<file path="config.mk">
export PLATFORM = sky130hd
export DESIGN_NAME = rhp_cell
export DESIGN_NICKNAME = d
export VERILOG_FILES = /design/src/rtl/rhp_pkg.sv /design/src/rtl/rhp_cell.sv
export SDC_FILE = /design/constraint.sdc
export NUM_CORES = 1
export LEC_CHECK = 0
export CORE_MARGIN = 2
export CORE_UTILIZATION = 45
export DETAILED_ROUTE_END_ITERATION = 12
export DONT_BUFFER_PORTS = 1
export GPL_TIMING_DRIVEN = 0
export PLACE_DENSITY = 0.66
export SYNTH_ARGS = -nofsm -noshare
export SYNTH_HDL_FRONTEND = slang
export SYNTH_SLANG_ARGS = --single-unit
</file>
<file path="constraint.sdc">
create_clock -name clk -period 5.5 [get_ports clk]
set_input_delay 0.825 -clock clk [delete_from_list [all_inputs] [get_ports clk]]
set_output_delay 0.825 -clock clk [all_outputs]
set_load 0.05 [all_outputs]
</file>
<file path="src/rtl/rhp_pkg.sv">
// Shared constants, types and the helper function of the RGB/HSV converter.
package rhp_pkg;

  localparam int PALETTE_COUNT = 5;
  localparam int HUE_BITS      = 16;

  localparam int KW        = $clog2(PALETTE_COUNT + 1);
  localparam int HUE_STEP  = ((1 << HUE_BITS) + 5) / 10;
  localparam int D6W       = 11;   // six times an 8-bit difference
  localparam int DENW      = HUE_BITS + 8;
  localparam int SAT_STEPS = 8;

  localparam logic [1:0] OP_RGB2HSV = 2'd0;
  localparam logic [1:0] OP_HSV2RGB = 2'd1;
  localparam logic [1:0] OP_PALETTE = 2'd2;
  localparam logic [1:0] OP_NONE    = 2'd3;

  localparam logic [DENW-1:0] HUE_DEN = DENW'(255) << HUE_BITS;
  localparam logic [HUE_BITS:0] HUE_ONE = (HUE_BITS+1)'(1) << HUE_BITS;

  // State carried along the divider chain.
  typedef struct packed {
    logic                valid;
    logic                last;
    logic [1:0]          op;
    logic [KW-1:0]       k;
    logic [HUE_BITS-1:0] hin;
    logic [7:0]          sin;
    logic [7:0]          vin;
    logic [7:0]          mx;
    logic [D6W-1:0]      d6;
    logic [D6W-1:0]      hrem;
    logic [HUE_BITS-1:0] hq;
    logic [7:0]          srem;
    logic [7:0]          sdvd;
    logic [7:0]          sq;
  } rhp_div_t;

  typedef struct packed {
    logic                valid;
    logic                last;
    logic [1:0]          op;
    logic [HUE_BITS-1:0] h;
    logic [7:0]          s;
    logic [7:0]          v;
  } rhp_hsv_t;

  typedef struct packed {
    logic                valid;
    logic                last;
    logic [7:0]          r;
    logic [7:0]          g;
    logic [7:0]          b;
    logic [HUE_BITS-1:0] h;
    logic [7:0]          s;
    logic [7:0]          v;
  } rhp_res_t;

  // Floor of y/255, exact for every y up to 255*255.
  function automatic logic [7:0] div255(logic [15:0] y);
    logic [16:0] acc;
    acc = {1'b0, y} + {9'b0, y[15:8]} + 17'd1;
    return acc[15:8];
  endfunction

endpackage

</file>
<file path="src/rtl/rhp_cell.sv">
// One cell of the divider chain: one hue quotient bit and, when sat_en is set, one saturation bit.
module rhp_cell
  import rhp_pkg::*;
(
  input  logic     clk,
  input  logic     rst_n,
  input  logic     sat_en,
  input  rhp_div_t d_i,
  output rhp_div_t d_o
);

  rhp_div_t d_r;
  rhp_div_t d_nxt;

  logic [D6W:0] htry;
  logic [8:0]   stry;

  always_comb begin
    d_nxt = d_i;
    htry  = {d_i.hrem, 1'b0};
    if (htry >= {1'b0, d_i.d6}) begin
      d_nxt.hrem = D6W'(htry - {1'b0, d_i.d6});
      d_nxt.hq   = {d_i.hq[HUE_BITS-2:0], 1'b1};
    end else begin
      d_nxt.hrem = htry[D6W-1:0];
      d_nxt.hq   = {d_i.hq[HUE_BITS-2:0], 1'b0};
    end
    stry = {d_i.srem, d_i.sdvd[7]};
    if (sat_en) begin
      d_nxt.sdvd = {d_i.sdvd[6:0], 1'b0};
      if (stry >= {1'b0, d_i.mx}) begin
        d_nxt.srem = 8'(stry - {1'b0, d_i.mx});
        d_nxt.sq   = {d_i.sq[6:0], 1'b1};
      end else begin
        d_nxt.srem = stry[7:0];
        d_nxt.sq   = {d_i.sq[6:0], 1'b0};
      end
    end
  end

  always_ff @(posedge clk) begin
    if (!rst_n) begin
      d_r <= '0;
    end else begin
      d_r <= d_nxt;
    end
  end

  assign d_o = d_r;

endmodule

</file>
==> results.cfg <==
[synthesis]
synth_top_flop_cell = dfxtp_1
postSynthCellCount = 415
synth_top_area_share_pct = 52.7
synth.avg_cell_area_um2 = 9.98
synth-async-reset-ratio_pct = 0
syn_nets = 548
ys_types = 42
synth.largest_area_cell = dfxtp_1
ys_seq_elements = 109
synth_area_um2 = 4140
yosysSeqAreaShare_pct = 52.7
synth_warnings = 0
synth_edf_count = 0
synth.area.top_cells = dfxtp_1 (53%), and2_1 (8.8%), ha_1 (5.7%)

[worst_hold_path]
holdCritStartpoint = d_i[34]
hold_depth = 1
min_path_type = primary input to flop
min_to = d_o[35]$_SDFF_PN0_

[routing]
drc = 0
drt-pass1-iter-count = 4
first_iter_violations = 56
via_per_inst = 5.32
wl_um = 9840
drtAntennaViolNets = 0
num_vias = 2885
wl_per_cell_um = 18.2

[worst_setup_path]
crit_path_max_incr_delay_ns = 0.38
path_cells = inv_1, ha_1, nor2b_4, o31a_1, o311a_4, nor4_4, buf_6, mux2_2, a21oi_1
start_kind = primary input
path_buf_inv = 2
cp_slowest_cell = o311a_4
endpoint_kind = flop
critPathLaunch = d_i[63]
critPathTopFamily = compound AO/OA/AOI/OAI gates
cp_data_arrival_time_ns = 2.87
worstPathRequired_ns = 5.79
crit_fanout = 10
criticalPathCategory = primary input to flop

[global_routing]
antenna_found_initial = 0
grt_pass1_wl_um = 15200
grt_max_degree = 21
grt_overflow_total = 0
grt_usage_pct = 19.5
grt_pass1_vias = 2915

[clock_tree]
cts_resized = 0
cts-root-buf = clkbuf_8
clk_pin_slew_ns = 0.11
cts_setup_buffers = 0
hold_buffers = 0
numCtsBuffers = 9
htree_num_levels = 3
clock_path_buffers = 2
cts.sinks = 109
cts_tree = done

[floorplan]
die_x_um = 99.9
fp.dieH_um = 99.9
start_util_pct = 45.7
row_count = 35
core_area_um2 = 9060
die-area_um2 = 9990
ios = 221

[finish]
nets = 559
largest_reg_flops = 109
n_fill_cell = 858
multiInputGateArea_um2 = 1800
diodes = 0
final_area_um2 = 4480
drive_gt1_share_pct = 6.03
finish.utilization_pct = 49.4
stdcell_count = 542
syn_to_final_growth_pct = 8.22
regArea_um2 = 2180

[sta]
hold_violations = 0
setup_tns_ns = 0
min_period_ns = 2.58
period_share_pct = 46.9
slew_headroom_pct = 47.6
rsz0062_at_grt = no
setup_viol = 0
tightest_slew_ns = 0.786
max_freq_mhz = 387
slew_violations = 0

[placement]
place_hpwl_um = 7820
dp_cells = 526
placed_area_um2 = 4280
gp_congestion = 0.852
portBuffers = 0

[pwr]
p_leak_uw = 0.00196
peakVddDrop_v = 0.000147
power_density_nw_per_um2 = 383

[status]
outcome = completed

[run]
timing.max_cap.violations = 0
cell usage in the layout, fill, tap and decap left out, drive strengths merged, types with 5 or more instances in the layout:
master / n
ha: 19
buf: 5
and2: 58
nor2: 49
nor2b: 5
nor3: 5
dfxtp: 109
o21ai: 17
mux2i: 20
xnor2: 7
nand2: 10
a21oi: 19
clkbuf: 22
o21a: 8
inv: 27
per-layer routing:
metal	GRT usage, %	wire length [um]
met1	20.9	3710
met2	35.4	5110
met3	6.96	838
met4	6.85	186
met5	0	0
how the worst max path moves through the flow:
stage / endpoint / slack, ns / cells past startpoint
2_1_floorplan: d_o[17]$_SDFF_PN0_ / 2.70 / 9
3_3_place_gp: d_o[17]$_SDFF_PN0_ / 2.57 / 9
3_5_place_dp: d_o[17]$_SDFF_PN0_ / 2.57 / 9
4_1_cts: d_o[17]$_SDFF_PN0_ / 2.95 / 9
5_1_grt: d_o[41]$_SDFF_PN0_ / 2.82 / 9
6_report: d_o[17]$_SDFF_PN0_ / 2.92 / 9
metrics by stage:
| stage | worst slack, ns | hold slack [ns] | power (uW) |
|---|---|---|---|
| after global routing | 2.82 | 0.545 | 1810 |
| final | 2.92 | 0.581 | 1720 |
| after floorplan | 2.70 | 0.947 | 1220 |
| after global placement | 2.57 | 0.950 | 1260 |
| after CTS | 2.95 | 0.561 | 1740 |
| after detailed placement | 2.57 | 0.954 | 1260 |
synth_stat cells, drive strengths merged, types with 3 or more instances:
library cell and n:
a21oi 19, and2 58, ha 19, o22ai 4, nor3 5, o31ai 3
o31a 3, mux2i 20, nor2b 5, a211oi 3, nand2 10, dfxtp 109
o21ai 17, xor2 3, nand2b 3, buf 5, xnor2 7, o21a 8
inv 24, o211ai 3, nor2 49, clkbuf 12
logic make-up after synthesis:
| family | count (synthesis) | share of synthesized area, % |
|---|---|---|
| muxes | 22 | 5.38 |
| and+or+nand+nor | 141 | 18.1 |
| DFF | 109 | 52.7 |
| buffers and inverters | 41 | 3.93 |
| adders and majority gates | 21 | 6.71 |
| xor gates and xnor gates | 10 | 2.11 |
| AOI/OAI and AO/OA | 71 | 11.1 |
report_power, final:
group          leakage [uW]  switching, uW  total (uW)  internal (uW)
combinational      0.000949            104         192           87.6
clock             0.0000997            282         472            190
sequential         0.000909            210        1050            842
total               0.00196            596        1720           1120
area by class of cell:
| class | instances | area share (%) |
|---|---|---|
| sequential | 109 | 48.7 |
| multi-input combinational | 265 | 40.1 |
| tap | 111 | 3.10 |
| clock buffer | 10 | 3.07 |
| inverter | 24 | 2.01 |
| buffer | 17 | 1.62 |
| clock inverter | 6 | 1.42 |
Note: power is estimated with default switching activity, not from simulation.
